[src/hw/rtl/rphd_pkg.sv]
// Shared types, constants and character helpers for the raw profile hex text decoder.
// Used by every module of the block and by its checker; depends on nothing.
package rphd_pkg;

  localparam int MAX_PAYLOAD = 65536;
  // Length accumulator saturates at MAX_PAYLOAD + 1, so it must hold that value.
  localparam int LEN_W = $clog2(MAX_PAYLOAD + 2);
  localparam int IDX_W = 16;
  localparam int CNT_W = (LEN_W > IDX_W) ? LEN_W : IDX_W;
  localparam logic [CNT_W-1:0] MAX_LEN = CNT_W'(MAX_PAYLOAD);

  localparam logic [1:0] CP_SAT = 2'd3;

  localparam logic [7:0] CH_NUL   = 8'h00;
  localparam logic [7:0] CH_TAB   = 8'h09;
  localparam logic [7:0] CH_NL    = 8'h0A;
  localparam logic [7:0] CH_VT    = 8'h0B;
  localparam logic [7:0] CH_FF    = 8'h0C;
  localparam logic [7:0] CH_CR    = 8'h0D;
  localparam logic [7:0] CH_SPACE = 8'h20;
  localparam logic [7:0] CH_PLUS  = 8'h2B;
  localparam logic [7:0] CH_MINUS = 8'h2D;
  localparam logic [7:0] CH_0     = 8'h30;
  localparam logic [7:0] CH_9     = 8'h39;
  localparam logic [7:0] CH_UA    = 8'h41;
  localparam logic [7:0] CH_UF    = 8'h46;
  localparam logic [7:0] CH_LA    = 8'h61;
  localparam logic [7:0] CH_LF    = 8'h66;
  localparam logic [7:0] HEX_ALPHA_BASE = 8'd10;

  typedef enum logic [2:0] {
    PH_LEAD  = 3'd0,
    PH_NAME  = 3'd1,
    PH_LWS   = 3'd2,
    PH_LSIGN = 3'd3,
    PH_LDIG  = 3'd4,
    PH_HEX1  = 3'd5,
    PH_HEX2  = 3'd6,
    PH_DONE  = 3'd7
  } phase_t;

  typedef enum logic [3:0] {
    ST_BUSY      = 4'd0,
    ST_OK        = 4'd1,
    ST_EMPTY     = 4'd2,
    ST_MALFORMED = 4'd3,
    ST_TRUNC     = 4'd4,
    ST_BADLEN    = 4'd5,
    ST_BADTOKEN  = 4'd6,
    ST_SHORT     = 4'd7,
    ST_IGNORED   = 4'd8
  } status_t;

  typedef struct packed {
    logic [7:0] ch;
    logic       final_char;
  } in_item_t;

  typedef struct packed {
    logic             byte_valid;
    logic [7:0]       byte_value;
    logic [IDX_W-1:0] byte_index;
    status_t          status;
  } out_item_t;

  function automatic logic is_space(input logic [7:0] c);
    return (c == CH_SPACE) || (c == CH_TAB) || (c == CH_NL) ||
           (c == CH_VT) || (c == CH_FF) || (c == CH_CR);
  endfunction

  function automatic logic is_digit(input logic [7:0] c);
    return (c >= CH_0) && (c <= CH_9);
  endfunction

  function automatic logic is_hex(input logic [7:0] c);
    return is_digit(c) || ((c >= CH_UA) && (c <= CH_UF)) || ((c >= CH_LA) && (c <= CH_LF));
  endfunction

  // Nibble value of a hex digit; meaningless for other characters.
  function automatic logic [3:0] hex_value(input logic [7:0] c);
    logic [7:0] v;
    if ((c >= CH_UA) && (c <= CH_UF)) begin
      v = c - CH_UA + HEX_ALPHA_BASE;
    end else if ((c >= CH_LA) && (c <= CH_LF)) begin
      v = c - CH_LA + HEX_ALPHA_BASE;
    end else begin
      v = c - CH_0;
    end
    return v[3:0];
  endfunction

endpackage

[src/hw/rtl/rphd_in_if.sv]
// Input channel of the decoder: valid/ready handshake with one character per transaction.
// Stands alone; the payload widths match rphd_pkg::in_item_t.
interface rphd_in_if;
  logic       valid;
  logic       ready;
  logic [7:0] ch;
  logic       final_char;

  modport source (output valid, output ch, output final_char, input ready);
  modport sink   (input valid, input ch, input final_char, output ready);
endinterface

[src/hw/rtl/rphd_out_if.sv]
// Result channel of the decoder: valid/ready handshake with one result per transaction.
// Stands alone; the payload widths match rphd_pkg::out_item_t.
interface rphd_out_if;
  logic        valid;
  logic        ready;
  logic        byte_valid;
  logic [7:0]  byte_value;
  logic [15:0] byte_index;
  logic [3:0]  status;

  modport source (output valid, output byte_valid, output byte_value, output byte_index,
                  output status, input ready);
  modport sink   (input valid, input byte_valid, input byte_value, input byte_index,
                  input status, output ready);
endinterface

[src/hw/rtl/rphd_in_stage.sv]
// Input register of the decoder: captures one character transaction and holds it.
// Depends on rphd_pkg and rphd_in_if.
module rphd_in_stage (
  input  logic              clk,
  input  logic              rst_n,
  rphd_in_if.sink           in_chan,
  input  logic              advance,
  output rphd_pkg::in_item_t item,
  output logic              hold_valid
);
  import rphd_pkg::*;

  logic     valid_r;
  in_item_t item_r;

  // Take a new character when empty, or whenever the held one leaves in this cycle.
  assign in_chan.ready = !valid_r || advance;

  always_ff @(posedge clk) begin
    if (!rst_n) begin
      valid_r <= 1'b0;
    end else if (in_chan.ready) begin
      valid_r <= in_chan.valid;
    end
  end

  always_ff @(posedge clk) begin
    if (in_chan.valid && in_chan.ready) begin
      item_r.ch         <= in_chan.ch;
      item_r.final_char <= in_chan.final_char;
    end
  end

  assign item       = item_r;
  assign hold_valid = valid_r;
endmodule

[src/hw/rtl/rphd_parse.sv]
// Parser state and single-pass step logic: one character in, one result out.
// Depends on rphd_pkg.
module rphd_parse (
  input  logic                clk,
  input  logic                rst_n,
  input  rphd_pkg::in_item_t  item,
  input  logic                advance,
  output rphd_pkg::out_item_t result
);
  import rphd_pkg::*;

  phase_t           phase_r, phase_nxt, phase_raw, phase_step;
  logic [1:0]       cp_r, cp_nxt, cp_step, cp_inc;
  logic [CNT_W-1:0] dl_r, dl_nxt, dl_step;
  logic             neg_r, neg_nxt, neg_step;
  logic [CNT_W-1:0] bd_r, bd_nxt, bd_step, bd_inc;
  logic [3:0]       hn_r, hn_nxt, hn_step;
  logic             ns_r, ns_nxt, ns_step;
  status_t          char_st;

  logic             c_nz, ended, is_nl, dig_ok, hex_ok;
  logic [3:0]       dig_val, hex_val;
  logic [CNT_W+3:0] acc;
  logic [CNT_W-1:0] acc_sat;
  logic             len_bad, len_bad_step;

  // Character decode and the multiply-by-ten accumulate.
  always_comb begin
    c_nz    = (item.ch != CH_NUL);
    ended   = item.final_char || !c_nz;
    is_nl   = (item.ch == CH_NL);
    dig_ok  = is_digit(item.ch);
    dig_val = 4'(item.ch - CH_0);
    hex_ok  = is_hex(item.ch);
    hex_val = hex_value(item.ch);
    cp_inc  = (cp_r == CP_SAT) ? cp_r : cp_r + 2'd1;
    bd_inc  = bd_r + 1'b1;
    acc     = ({4'b0, dl_r} << 3) + ({4'b0, dl_r} << 1) + (CNT_W+4)'(dig_val);
    acc_sat = (acc > (CNT_W+4)'(MAX_LEN)) ? MAX_LEN + 1'b1 : acc[CNT_W-1:0];
    len_bad = neg_r || (dl_r == '0) || (dl_r > MAX_LEN);
  end

  // Per-character effect on the state and the verdict it triggers.
  always_comb begin
    phase_raw = phase_r;
    cp_step   = cp_r;
    dl_step   = dl_r;
    neg_step  = neg_r;
    bd_step   = bd_r;
    hn_step   = hn_r;
    ns_step   = ns_r;
    char_st   = ST_BUSY;
    if (c_nz) begin
      cp_step = cp_inc;
      unique case (phase_r)
        PH_LEAD: begin
          if ((cp_inc == 2'd1) && is_nl) phase_raw = PH_NAME;
          else if (cp_inc == CP_SAT) char_st = ST_MALFORMED;
        end
        PH_NAME: begin
          if (is_nl) phase_raw = PH_LWS;
        end
        PH_LWS: begin
          priority if (is_space(item.ch)) begin
            phase_raw = PH_LWS;
          end else if ((item.ch == CH_PLUS) || (item.ch == CH_MINUS)) begin
            neg_step  = (item.ch == CH_MINUS);
            phase_raw = PH_LSIGN;
          end else if (dig_ok) begin
            dl_step   = CNT_W'(dig_val);
            phase_raw = PH_LDIG;
          end else begin
            char_st = ST_BADLEN;
          end
        end
        PH_LSIGN: begin
          if (dig_ok) begin
            dl_step   = CNT_W'(dig_val);
            phase_raw = PH_LDIG;
          end else begin
            char_st = ST_BADLEN;
          end
        end
        PH_LDIG: begin
          priority if (dig_ok) begin
            dl_step = acc_sat;
          end else if (len_bad) begin
            char_st = ST_BADLEN;
          end else if (!is_nl) begin
            char_st = ST_MALFORMED;
          end else begin
            phase_raw = PH_HEX1;
            ns_step   = 1'b0;
          end
        end
        PH_HEX1: begin
          priority if (is_nl) begin
            ns_step = 1'b1;
          end else if (hex_ok) begin
            hn_step   = hex_val;
            phase_raw = PH_HEX2;
          end else begin
            char_st = ST_BADTOKEN;
          end
        end
        PH_HEX2: begin
          if (hex_ok) begin
            bd_step   = bd_inc;
            ns_step   = 1'b0;
            phase_raw = PH_HEX1;
            if (bd_inc >= dl_r) char_st = ST_OK;
          end else begin
            char_st = ST_BADTOKEN;
          end
        end
        PH_DONE: begin
          char_st = ST_IGNORED;
        end
      endcase
    end
  end

  // Next state: any verdict closes the text; end of text returns to reset values.
  always_comb begin
    phase_step = (char_st != ST_BUSY) ? PH_DONE : phase_raw;
    if (ended) begin
      phase_nxt = PH_LEAD;
      cp_nxt    = '0;
      dl_nxt    = '0;
      neg_nxt   = 1'b0;
      bd_nxt    = '0;
      hn_nxt    = '0;
      ns_nxt    = 1'b0;
    end else begin
      phase_nxt = phase_step;
      cp_nxt    = cp_step;
      dl_nxt    = dl_step;
      neg_nxt   = neg_step;
      bd_nxt    = bd_step;
      hn_nxt    = hn_step;
      ns_nxt    = ns_step;
    end
  end

  // Result of this character, with the end-of-text verdict folded in.
  always_comb begin
    len_bad_step      = neg_step || (dl_step == '0) || (dl_step > MAX_LEN);
    result.byte_valid = c_nz && (phase_r == PH_HEX2) && hex_ok;
    result.byte_value = result.byte_valid ? {hn_r, hex_val} : 8'h00;
    result.byte_index = result.byte_valid ? bd_r[IDX_W-1:0] : '0;
    priority if (ended && (cp_step < CP_SAT)) begin
      result.status = ST_EMPTY;
    end else if (ended && (char_st == ST_BUSY)) begin
      unique case (phase_step)
        PH_NAME:           result.status = ST_TRUNC;
        PH_LWS, PH_LSIGN:  result.status = ST_BADLEN;
        PH_LDIG:           result.status = len_bad_step ? ST_BADLEN : ST_MALFORMED;
        PH_HEX1:           result.status = ns_step ? ST_BADTOKEN : ST_SHORT;
        PH_HEX2:           result.status = ST_BADTOKEN;
        PH_DONE:           result.status = ST_IGNORED;
        PH_LEAD:           result.status = ST_MALFORMED;
      endcase
    end else begin
      result.status = char_st;
    end
  end

  always_ff @(posedge clk) begin
    if (!rst_n) begin
      phase_r <= PH_LEAD;
      cp_r    <= '0;
      dl_r    <= '0;
      neg_r   <= 1'b0;
      bd_r    <= '0;
      hn_r    <= '0;
      ns_r    <= 1'b0;
    end else if (advance) begin
      phase_r <= phase_nxt;
      cp_r    <= cp_nxt;
      dl_r    <= dl_nxt;
      neg_r   <= neg_nxt;
      bd_r    <= bd_nxt;
      hn_r    <= hn_nxt;
      ns_r    <= ns_nxt;
    end
  end
endmodule

[src/hw/rtl/rphd_out_stage.sv]
// Result register of the decoder: holds one result transaction until the sink takes it.
// Depends on rphd_pkg and rphd_out_if.
module rphd_out_stage (
  input  logic                clk,
  input  logic                rst_n,
  input  logic                load,
  input  rphd_pkg::out_item_t result,
  rphd_out_if.source          out_chan,
  output logic                load_ok
);
  import rphd_pkg::*;

  logic      valid_r;
  out_item_t item_r;

  // Free when empty, or when the held result leaves this cycle.
  assign load_ok = !valid_r || out_chan.ready;

  always_ff @(posedge clk) begin
    if (!rst_n) begin
      valid_r <= 1'b0;
    end else if (load_ok) begin
      valid_r <= load;
    end
  end

  always_ff @(posedge clk) begin
    if (load) begin
      item_r <= result;
    end
  end

  assign out_chan.valid      = valid_r;
  assign out_chan.byte_valid = item_r.byte_valid;
  assign out_chan.byte_value = item_r.byte_value;
  assign out_chan.byte_index = item_r.byte_index;
  assign out_chan.status     = item_r.status;
endmodule

[src/hw/rtl/raw_profile_hex_text_decoder_unit.sv]
// Top level of the raw profile hex text decoder: input register, parser, result register.
// Depends on rphd_pkg, rphd_in_if, rphd_out_if, rphd_in_stage, rphd_parse, rphd_out_stage.
//
//   Channel   Direction  Payload                                      Per transaction
//   in_chan   sink       ch[7:0], final_char                          one character
//   out_chan  source     byte_valid, byte_value[7:0],                 one result
//                        byte_index[15:0], status[3:0]
//
// Each character yields exactly one result: the input register holds it, then the parser's
// single pass writes the result register. Throughput is one character per cycle while the
// result register is free, set by the parser state update (a multiply-by-ten accumulate
// and a compare on the length register) between the two registers.
// Reset (rst_n low, synchronous) empties both registers and returns the parser to the
// leading-newline phase. A stalled result blocks only when the input register is also full;
// ready then drops and the held transaction stays in place.
module raw_profile_hex_text_decoder_unit (
  input  logic       clk,
  input  logic       rst_n,
  rphd_in_if.sink    in_chan,
  rphd_out_if.source out_chan
);
  import rphd_pkg::*;

  in_item_t  held_item;
  out_item_t step_result;
  logic      held_valid;
  logic      out_free;
  logic      advance;

  // Move the held character through the parser only when its result has a slot.
  assign advance = held_valid && out_free;

  rphd_in_stage u_in_stage (
    .clk        (clk),
    .rst_n      (rst_n),
    .in_chan    (in_chan),
    .advance    (advance),
    .item       (held_item),
    .hold_valid (held_valid)
  );

  // Parser state advances only together with the result register load.
  rphd_parse u_parse (
    .clk     (clk),
    .rst_n   (rst_n),
    .item    (held_item),
    .advance (advance),
    .result  (step_result)
  );

  rphd_out_stage u_out_stage (
    .clk      (clk),
    .rst_n    (rst_n),
    .load     (advance),
    .result   (step_result),
    .out_chan (out_chan),
    .load_ok  (out_free)
  );
endmodule

[src/flat_wrapper.sv]
// flat-port wrapper written by rule: the top's interface ports become plain ports
module raw_profile_hex_text_decoder_unit_flat import rphd_pkg::*;
  (clk, rst_n, in_chan_valid, in_chan_ch, in_chan_final_char, in_chan_ready, out_chan_valid, out_chan_byte_valid, out_chan_byte_value, out_chan_byte_index, out_chan_status, out_chan_ready);
  rphd_in_if in_chan_i ();
  rphd_out_if out_chan_i ();
  input  logic clk;
  input  logic rst_n;
  input wire logic [$bits(in_chan_i.valid)-1:0] in_chan_valid;
  input wire logic [$bits(in_chan_i.ch)-1:0] in_chan_ch;
  input wire logic [$bits(in_chan_i.final_char)-1:0] in_chan_final_char;
  output wire logic [$bits(in_chan_i.ready)-1:0] in_chan_ready;
  output wire logic [$bits(out_chan_i.valid)-1:0] out_chan_valid;
  output wire logic [$bits(out_chan_i.byte_valid)-1:0] out_chan_byte_valid;
  output wire logic [$bits(out_chan_i.byte_value)-1:0] out_chan_byte_value;
  output wire logic [$bits(out_chan_i.byte_index)-1:0] out_chan_byte_index;
  output wire logic [$bits(out_chan_i.status)-1:0] out_chan_status;
  input wire logic [$bits(out_chan_i.ready)-1:0] out_chan_ready;
  assign in_chan_i.valid = in_chan_valid;
  assign in_chan_i.ch = in_chan_ch;
  assign in_chan_i.final_char = in_chan_final_char;
  assign in_chan_ready = in_chan_i.ready;
  assign out_chan_valid = out_chan_i.valid;
  assign out_chan_byte_valid = out_chan_i.byte_valid;
  assign out_chan_byte_value = out_chan_i.byte_value;
  assign out_chan_byte_index = out_chan_i.byte_index;
  assign out_chan_status = out_chan_i.status;
  assign out_chan_i.ready = out_chan_ready;
  raw_profile_hex_text_decoder_unit u_core (.clk(clk), .rst_n(rst_n), .in_chan(in_chan_i), .out_chan(out_chan_i));
endmodule
[config.mk]
export PLATFORM = sky130hd
export DESIGN_NAME = raw_profile_hex_text_decoder_unit_flat
export DESIGN_NICKNAME = d
export VERILOG_FILES = /design/src/hw/rtl/rphd_pkg.sv /design/src/hw/rtl/rphd_in_if.sv /design/src/hw/rtl/rphd_out_if.sv /design/src/hw/rtl/rphd_in_stage.sv /design/src/hw/rtl/rphd_parse.sv /design/src/hw/rtl/rphd_out_stage.sv /design/src/hw/rtl/raw_profile_hex_text_decoder_unit.sv /design/src/flat_wrapper.sv
export SDC_FILE = /design/constraint.sdc
export NUM_CORES = 1
export LEC_CHECK = 0
export BUFFER_PORTS_ARGS = -buffer_cell sky130_fd_sc_hd__buf_2
export CAP_MARGIN = 20
export CORE_MARGIN = 4
export CORE_UTILIZATION = 55
export CTS_CLUSTER_SIZE = 14
export DETAILED_ROUTE_END_ITERATION = 16
export GPL_TIMING_DRIVEN = 0
export PLACE_DENSITY = 0.74
export REMOVE_ABC_BUFFERS = 1
export SYNTH_ARGS = -nofsm -noshare
export SYNTH_HDL_FRONTEND = slang
export SYNTH_SLANG_ARGS = --single-unit
[constraint.sdc]
create_clock -name clk -period 5.7 [get_ports clk]
set_clock_uncertainty 0.05 [all_clocks]
set_input_delay 0.285 -clock clk [delete_from_list [all_inputs] [get_ports clk]]
set_output_delay 0.285 -clock clk [all_outputs]
set_load 0.05 [all_outputs]
# == Word-level counts from Yosys, hierarchy flattened ==
# Cells that the tools add are included.
# word_totals
register_bits,85
inputBits,13
output_inout_bits,31
word_cells,171
# op_classes
n_addsub,9
n_lt_le_gt_ge,11
n_eq_ne,26
mux,68
reduce_logical,42
# ops
cell,count
17-bit 2-to-1 mux,11
3-bit 2-to-1 mux,22
4-bit one-hot mux with 7 select lines,2
17-bit one-hot mux with 3 select lines,1
8-bit by 4-bit == test with 1-bit output (second input constant),5
4-bit 2-to-1 mux,10
17-bit greater-than comparator (second input constant),2
17-bit zero test,2
3-bit == test (second input constant),8
8-bit by 6-bit == test with 1-bit output (second input constant),3
20-bit by 18-bit adder with 21-bit output,1
21-bit by 4-bit adder with 21-bit output,1
21-bit by 17-bit greater-than comparator with 1-bit output (second input constant),1
3-bit one-hot mux with 7 select lines,1
17-bit by 1-bit adder with 17-bit output (second input constant),1
17-bit greater-or-equal comparator,1
8-bit by 7-bit greater-or-equal comparator with 1-bit output (second input constant),2
8-bit by 7-bit <= comparator with 1-bit output (second input constant),2
1-bit logical OR,15
1-bit 2-to-1 mux,14
3-bit by 2-bit == test with 1-bit output (second input constant),4
2-bit 2-to-1 mux,6
4-bit by 1-bit subtractor with 4-bit output (second input constant),3
1-bit logical AND,10
19 further kinds,28

# == Depth between registers and ports, before layout ==
# Gate-level depths: netlist of the first run.
# logic_depth
word_depth,15
mapped_depth,18
depth_no_buf,18

# == Modules after synthesis ==
# Synthesis of the first run repeated with hierarchy kept, for this count alone.
# hier_totals
hier_cells,717
hier_area_um2,6233.5
# by_module_without_submodules
module,n_inst,cells_per_inst,area_per_inst_um2,seq_area_each_um2
rphd_parse,1,669,4979.8,900.9
rphd_out_stage,1,33,919.6,890.9
rphd_in_stage,1,14,327.8,290.3
raw_profile_hex_text_decoder_unit,1,1,6.3,0.0

# == Worst setup path after synthesis of the first run ==
# OpenSTA, ideal clock, no wires.
# synth_path
path_kind,register -> register
startpoint,"register u_core.u_in_stage.item_r, in the netlist u_core.u_in_stage.item[4]"
endpoint,"register u_core.u_out_stage.item_r, in the netlist u_core.u_out_stage.out_chan.status[1], data pin"
setup_time_ns,0.259
arrival_time_ns,3.708
required_time_ns,5.391
slack_ns,1.683
path_stages_with_launch,16
n_path_buf,1
synth_period_minus_slack_ns,4.017
cell_sequence,edfxtp_1 clkbuf_1 inv_1 fa_1 inv_1 ha_1 a211oi_1 o21ai_0 and2_1 or3_1 a211oi_1 nand4_1 a211o_1 a21oi_1 xnor2_1 a211o_1
# synth_between
elab_chain_len,15
elab_cells_between_ends,91
cone_classes,2 x add/sub; 9 x order compare; 15 x eq/ne; 41 x mux; 24 x reduce/logical
# synth_lines
item,line_no,source
"start, declared",rphd_in_stage.sv:14,in_item_t item_r;
"parallel branches: the longest is 15 deep, another holds 21-bit by 4-bit adder with 21-bit output",--,
"end signal, assigned",rphd_out_stage.sv:29,item_r <= result;
"end, declared",rphd_out_stage.sv:14,out_item_t item_r;
# Parallel ways; which one is timed is not known.
# A chain may end at the register's enable or synchronous reset.

# == Worst setup path in the final report of the first run ==
# layout_path
startpoint,register u_core.u_parse.bd_r[0]
endpoint,"register u_core.u_out_stage.item_r, in the netlist u_core.u_out_stage.out_chan.status[1], data pin"
# layout_between
elab_chain_len,12
elab_cells_between_ends,21
cone_classes,1 x add/sub; 1 x order compare; 7 x eq/ne; 7 x mux; 5 x reduce/logical
# layout_lines
item,line_no,source
"start, declared",rphd_parse.sv:16,"logic [CNT_W-1:0] bd_r, bd_nxt, bd_step, bd_inc;"
"start signal, assigned",rphd_parse.sv:182,bd_r <= bd_nxt;
17-bit by 1-bit adder with 17-bit output *,rphd_parse.sv:37,bd_inc = bd_r + 1'b1;
17-bit greater-or-equal comparator *,rphd_parse.sv:111,if (bd_inc >= dl_r) char_st = ST_OK;
1-bit 2-to-1 mux *,rphd_parse.sv:111,
4-bit 2-to-1 mux *,rphd_parse.sv:107,if (hex_ok) begin
4-bit one-hot mux with 7 select lines *,rphd_parse.sv:55,unique case (phase_r)
4-bit 2-to-1 mux *,rphd_parse.sv:53,if (c_nz) begin
4-bit nonzero test,rphd_parse.sv:125,phase_step = (char_st != ST_BUSY) ? PH_DONE : phase_raw;
3-bit 2-to-1 mux,rphd_parse.sv:125,
3-bit by 2-bit == test with 1-bit output,rphd_parse.sv:154,unique case (phase_step)
2-bit OR reduction,rphd_parse.sv:154,
4-bit one-hot mux with 7 select lines,rphd_parse.sv:154,
4-bit 2-to-1 mux *,rphd_parse.sv:153,end else if (ended && (char_st == ST_BUSY)) begin
# Mark *: on every way between the ends. The rest lies on a longest branch, timed or not.

==> run metrics, run 1 <==
final WL=14.8 mm; clk_lat worst skew=360 ps; FF-to-FF setup slack=1210 ps; Max FO, Critical Path=6; Synth area leader=edfxtp_1; Placed Instances=slightly below 900; Num CTS Buffers=9; Worst Max-Slew Pin Slew=~1000 ps; M3 GR Usage=3.24%; initial antenna violation count=0; CTS max path bufs=2; Worst VDD drop=130 uV; CTS Sinks=85; Initial Util=56.6%; vias in the first global route=5061; routing usage on met2=36.2%; crit path time final=4490 ps; Final #Nets=819; PD cells=181 nW/um^2; DRC viols=0; Area Overhead vs Synth=8.62%; most used routing layer=met2; Fillers=940; DIE AREA=13000 um^2; Crit path arrival time=approximately 4700 ps; FFs w/ async S/R, synth=0%; Tot Pwr=1210 uW; TritonRoute pass-1 iters=5; crit path from=u_core.u_parse.bd_r[0]$_SDFFE_PN0P_; clock root buffer=clkbuf_8; startpoint types=flip-flop; Detail Route Antenna Nets=0; Hold EP=u_core.u_in_stage.item[0]$_DFFE_PP_; row cnt=38; gr usage total=23.0%; Leak=0.00283 uW; Vias/cell=6.08; RD Place Congestion=0.908; RSZ-0062 raised after global routing=false; Slew Viols, Final=0; share of the synthesized area in the top cell type=18.5%; Util after Layout=61.4%; Worst R2R Path Depth=17; core box area=10900 um^2; register area share after synthesis=33.8%; Worst EP required=around 6000 ps; synth warn=0; share of layout cells above drive strength 1=9.02%; post-synthesis register bit count=85; grt ovf=0; r2r endpoint=u_core.u_out_stage.out_chan.status[1]$_SDFFCE_PP1P_; top cells by area, synth=edfxtp_1 (19%), dfxtp_1 (15%), ha_1 (11%); first-pass GRT wire length=24.5 mm; H-tree depth=3; worst setup path class=flip-flop to flip-flop; total number of vias=5435; status=completed; Post-Synthesis Cells=a little over 700; area of the mapped netlist=a little over 6000 um^2; Layout Cells excl Fill=slightly below 900; DP HPWL=11.1 mm; Cell variety after synth=72; Post-synth EDFFs=38; final hold violations=0; largest net degree at the start of global routing=48; Worst setup EP type=flip-flop; cts repair resizes=0; max-cap viol count=0; reg2reg start=u_core.u_parse.bd_r[0]$_SDFFE_PN0P_; CTS clk-pin slew, worst paths=90 ps; Max Freq=223 MHz; vertical die dimension=approximately 110 um; hold path cells=1; met1 usage=33.2%; final number of setup-violating endpoints=0; buffers added on ports=43; initial DRC count=~480; ratio of final minimum period to clock period=78.7%; n_diodes=0; # hold bufs at CTS=0; Hold WC Path Type=input pin to flip-flop; setup_tns=0 ps; Die X=114 um; Hold Startpoint=in_chan_final_char; routed len/inst=16.6 um; CTS tree=yes; main flop type after synthesis=dfxtp_1; I/O pins=44; mean post-synth cell area=8.60 um^2; Setup Buffers After CTS=0; Rel. slew slack=32.6%
-- layout by cell type (no fill, tap or decap), types with 14 or more instances in the layout --
cell	n
a21o_1	14
a21oi_1	37
a22oi_1	14
and2_1	48
and3_1	20
buf_2	43
dfxtp_1	47
edfxtp_1	38
ha_1	55
inv_1	35
nand2_1	55
nand3_1	17
nor2_1	49
nor2b_1	25
o21ai_0	66
xor2_1	18
-- Yosys cell counts, types with 7 or more instances --
cell type and count:
nor2_1 49, nand2_1 55, edfxtp_1 38, a22oi_1 14, and3_1 20, a211oi_1 10, a21o_1 14, clkbuf_1 22
nor2b_1 25, o21a_1 9, nand3_1 17, o21ai_0 66, and2_1 48, nand2b_1 11, dfxtp_1 47, or3_1 7
inv_1 35, a31oi_1 7, nor3_1 12, ha_1 55, xnor2_1 8, xor2_1 18, a21oi_1 37
-- worst max-delay path: stages (launching register included) --
cell and delay [ps]:
dfxtp_1 430, ha_1 260, and3_1 250, and3_1 250, and3_1 250, and3_1 260
and3_1 250, and3_1 250, xor2_1 190, ha_1 270, a21o_1 180, a211oi_1 240
a31oi_1 180, nand4b_1 300, a221oi_2 380, nand2_1 120, a21oi_1 150, a211o_1 130
-- worst max path at each step --
stage / to / slack (ps) / cells past startpoint
floorplan: u_core.u_out_stage.out_chan.status[1]$_SDFFCE_PP1P_ / 1790 / 14
global placement: u_core.u_out_stage.out_chan.status[1]$_SDFFCE_PP1P_ / 1230 / 14
detailed placement: u_core.u_out_stage.out_chan.status[1]$_SDFFCE_PP1P_ / 1230 / 14
CTS: u_core.u_out_stage.out_chan.status[1]$_SDFFCE_PP1P_ / 1190 / 14
global route: u_core.u_out_stage.out_chan.status[1]$_SDFFCE_PP1P_ / 880 / 14
finish: u_core.u_out_stage.out_chan.status[1]$_SDFFCE_PP1P_ / 1210 / 17
-- power by group --
part,switching [uW],internal (uW),total (uW)
logic,81.0,31.0,112
clock network,235,206,441
registers,10.9,650,661
-- logic make-up (layout without fill, tap and decap cells) --
group	Yosys count	in the layout	share of synthesized area, %
AO/OA/AOI/OAI	215	215	23.1
buffers and inverters	60	98	3.80
flip-flops	85	85	33.8
adder cells (fa/ha/maj)	58	58	12.0
XOR/XNOR	26	26	3.70
multiplexers	4	4	0.671
AND/OR/NAND/NOR	268	268	22.9
-- per-layer routing --
metal / vias up / share of wire [%]
met1: 2550 / 48
met3: 11 / 6.3
li1: 2697 / -
met5: - / 0
met4: 0 / 1.1
met2: 177 / 45
-- final cells by class --
cell class,count,area [um^2],share of cell area (%)
multi-input combinational,571,3840,57.4
sequential,85,2080,31.1
timing repair buffer,46,258,3.85
tap,140,175,2.62
inverter,36,135,2.02
clock buffer,10,128,1.91
clock inverter,6,68.8,1.03
-- state kept, by name (all words and copies together), names as in the netlist --
name                                    count
u_core.u_parse.cp_r                         2
u_core.u_out_stage.out_chan.byte_valid      1
u_core.u_out_stage.out_chan.byte_value      8
u_core.u_parse.dl_r                        17
u_core.u_in_stage.hold_valid                1
u_core.u_parse.hn_r                         4
u_core.u_parse.neg_r                        1
u_core.u_parse.ns_r                         1
u_core.u_parse.phase_r                      3
u_core.u_out_stage.out_chan.status          4
u_core.u_out_stage.out_chan.valid           1
u_core.u_in_stage.item                      9
u_core.u_parse.bd_r                        17
u_core.u_out_stage.out_chan.byte_index     16
-- stage by stage --
step           hold WS (ps)  area, um^2  setup WS (ps)
2_1_floorplan           334        6060           1790
3_3_place_gp            411        6450           1230
3_5_place_dp            413        6480           1230
4_1_cts                20.7        6680           1190
5_1_grt                34.7        6690            884
6_report               46.2        6690           1210
No activity file was read; power rests on OpenSTA's default activity.
==> run 2: changes to the inputs <==
- ABC_AREA: default -> 1
- PLACE_DENSITY: 0.74 -> 0.73
- clock period: 5.7 -> 4.5 ns (I/O delays scaled with it)
==> run 2 against run 1 <==
Compared with the run above: sequential power up 26%; die area up 8.0%; setup slack worse by 870 ps; global-route usage up 0.86 points; register-to-register slack worse by 870 ps.
==> run metrics, run 2 <==
Hold WC Path Type=input pin to flip-flop; Flop pwr share=46.9%; final WL=16.6 mm; Leak=around 0.0036 uW; CTS tree=yes; core box area=~12000 um^2; PD cells=roughly 240 nW/um^2; most frequent cell after synthesis=nand2_1; Vias/cell=5.36; Max FO, Critical Path=4; share of the synthesized area in the top cell type=17.1%; n_diodes=0; vertical die dimension=118 um; Logic pwr share=8.0%; H-tree depth=3; max-cap viol count=0; main flop type after synthesis=dfxtp_1; largest net degree at the start of global routing=47; CTS max path bufs=2; worst setup path class=flip-flop to flip-flop; register area share after synthesis=31.1%; synth cell count leaders=nand2_1 (282), inv_1 (149), nor2_1 (120), a21oi_1 (77), nand3_1 (61); Rel. slew slack=30.4%; final number of setup-violating endpoints=0; Initial Util=55.9%; Post-Synthesis Cells=between 900 and 1000; clock root buffer=clkbuf_16; routed len/inst=13.9 um; grt ovf=0; post-synthesis register bit count=85; Synth area leader=edfxtp_1; clock network power share=a little under half; Die X=118 um; final hold violations=0; status=completed; Worst Max-Slew Pin Slew=1040 ps; initial antenna violation count=0; DIE AREA=~14000 um^2; Worst VDD drop=235 uV; Crit path arrival time=4200 ps; Worst setup EP type=flip-flop; I/O pins=44; Layout Cells excl Fill=1200; commonest non-fill, non-tap cell in the layout=nand2_1; gr usage total=23.8%; Worst EP required=4540 ps; first-pass GRT wire length=27.8 mm; Detail Route Antenna Nets=0; TritonRoute pass-1 iters=5; switching share of power=24.0%; Cell variety after synth=~50; Final #Nets=1118; top cells by area, synth=edfxtp_1 (17%), nand2_1 (16%), dfxtp_1 (14%); share of layout cells above drive strength 1=11.3%; Slew Viols, Final=0; synth warn=0; DRC viols=0; startpoint types=flip-flop; Post-synth EDFFs=38; CTS Sinks=85; P_int=around 1400 uW; Area Overhead vs Synth=12.5%; total number of vias=6432; DP HPWL=12.4 mm; buffers added on ports=43; row cnt=40; FFs w/ async S/R, synth=0%; RD Place Congestion=0.905; Num CTS Buffers=9; initial DRC count=about 470; clk_lat worst skew=approximately 350 ps; commonest cells after routing, fill and taps aside=nand2_1 (282), inv_1 (149), nor2_1 (119); crit path time final=4160 ps; CTS clk-pin slew, worst paths=60 ps; mean post-synth cell area=6.71 um^2; Net Sw Power=about 430 uW; Placed Instances=1168; area of the mapped netlist=about 6700 um^2; Hold WS=14.7 ps; Tot Pwr=1780 uW; ratio of final minimum period to clock period=92.5%; Max Freq=roughly 240 MHz; vias in the first global route=around 6000
run 2: cell types whose count changed in the layout (fill, tap and decap cells not counted), moves of 14 or more:
cell     delta
a22oi_1    -14
o21ai_0    -52
and2_1     -48
a21oi_1    +40
nor2b_1    -25
and3_1     -20
nor2_1     +70
nand2_1   +227
nand3_1    +43
inv_1     +114
a21o_1     -14
run 2: worst max-delay path, stage by stage, from the launching register on:
cell,delay [ps]
dfxtp_1,390
inv_1,100
nor3_2,240
nand3_1,150
nor3_2,260
inv_1,90
nor3_2,180
nand2_1,130
nor2_4,140
nand3_2,120
xor2_2,180
ha_1,290
nand2_1,80
nor4_2,50
a221oi_1,240
o21ai_1,110
o21ai_1,190
nand3_1,100
nand2_1,100
nand2_1,100
nor2_1,240
nor2_1,90
nand2_1,100
nand2_1,50
nand2_1,70
a21oi_2,50
run 2: area by class of cell:
type / count / area, um^2
Clock inverter: 5 / 85.1
Timing Repair Buffer: 61 / 390
Inverter: 162 / 613
Fill cell: 1088 / 4440
Sequential cell: 85 / 2080
Tap cell: 147 / 184
Multi-Input combinational cell: 729 / 3930
Clock buffer: 11 / 233
run 2: cell families after synthesis:
group           after synthesis  share of synthesized area [%]
compound gates              127                           11.0
fa+ha+maj                    57                           10.9
simple gates                525                           33.4
flops                        85                           31.1
buf+inv                     183                           11.1
xor+xnor                     19                           2.49
run 2: routing by layer:
metal | vias up | global-route usage [%] | wire [um] | part of all wire, %
li1 | 3313 | - | - | -
met1 | 2915 | 31.9 | 7800 | 47
met2 | 174 | 38.8 | 7690 | 46
met3 | 30 | 4.35 | 818 | 4.9
met4 | 0 | 7.99 | 329 | 2.0
met5 | - | 0 | 0 | 0
run 2: final timing paths:
check | startpoint | endpoint | slack, ps | cells past startpoint
setup / recovery | u_core.u_parse.bd_r[0]$_SDFFE_PN0P_ | u_core.u_out_stage.out_chan.status[2]$_SDFFCE_PP0P_ | 340 | 25
hold / removal | in_chan_ch[3] | u_core.u_in_stage.item[4]$_DFFE_PP_ | 10 | 1
setup reg to reg | u_core.u_parse.bd_r[0]$_SDFFE_PN0P_ | u_core.u_out_stage.out_chan.status[2]$_SDFFCE_PP0P_ | 340 | 25
hold reg to reg | u_core.u_parse.hn_r[3]$_SDFFE_PN0P_ | u_core.u_parse.hn_r[3]$_SDFFE_PN0P_ | 420 | 2
run 2: power groups by stage:
stage               Clock, uW  Sequential [uW]  Combinational, uW
finish                    802              833                143
global route              848              835                154
CTS                       815              835                138
detailed placement          0              851                132
global placement            0              852                127
floorplan                   0              895               49.8
run 2: repair_timing:
| item | 4_1_cts | 5_1_grt |
|---|---|---|
| resized for setup | 0 | 15 |
| setup endpoints to repair | 0 | 6 |
| buffers inserted | 0 | 6 |
| hold buffers | 8 | 0 |
| hold endpoints to repair | 8 | 0 |
run 2: stage by stage:
step           utilization (%)  TNS (ps)  setup slack, ps  area (um^2)
3_3_place_gp              58.2         0             66.0         6960
5_1_grt                   62.9      -174            -65.5         7520
2_1_floorplan                -         0              828         6560
6_report                  62.9         0              340         7520
4_1_cts                   61.9         0             60.8         7400
3_5_place_dp              58.5         0              101         7000
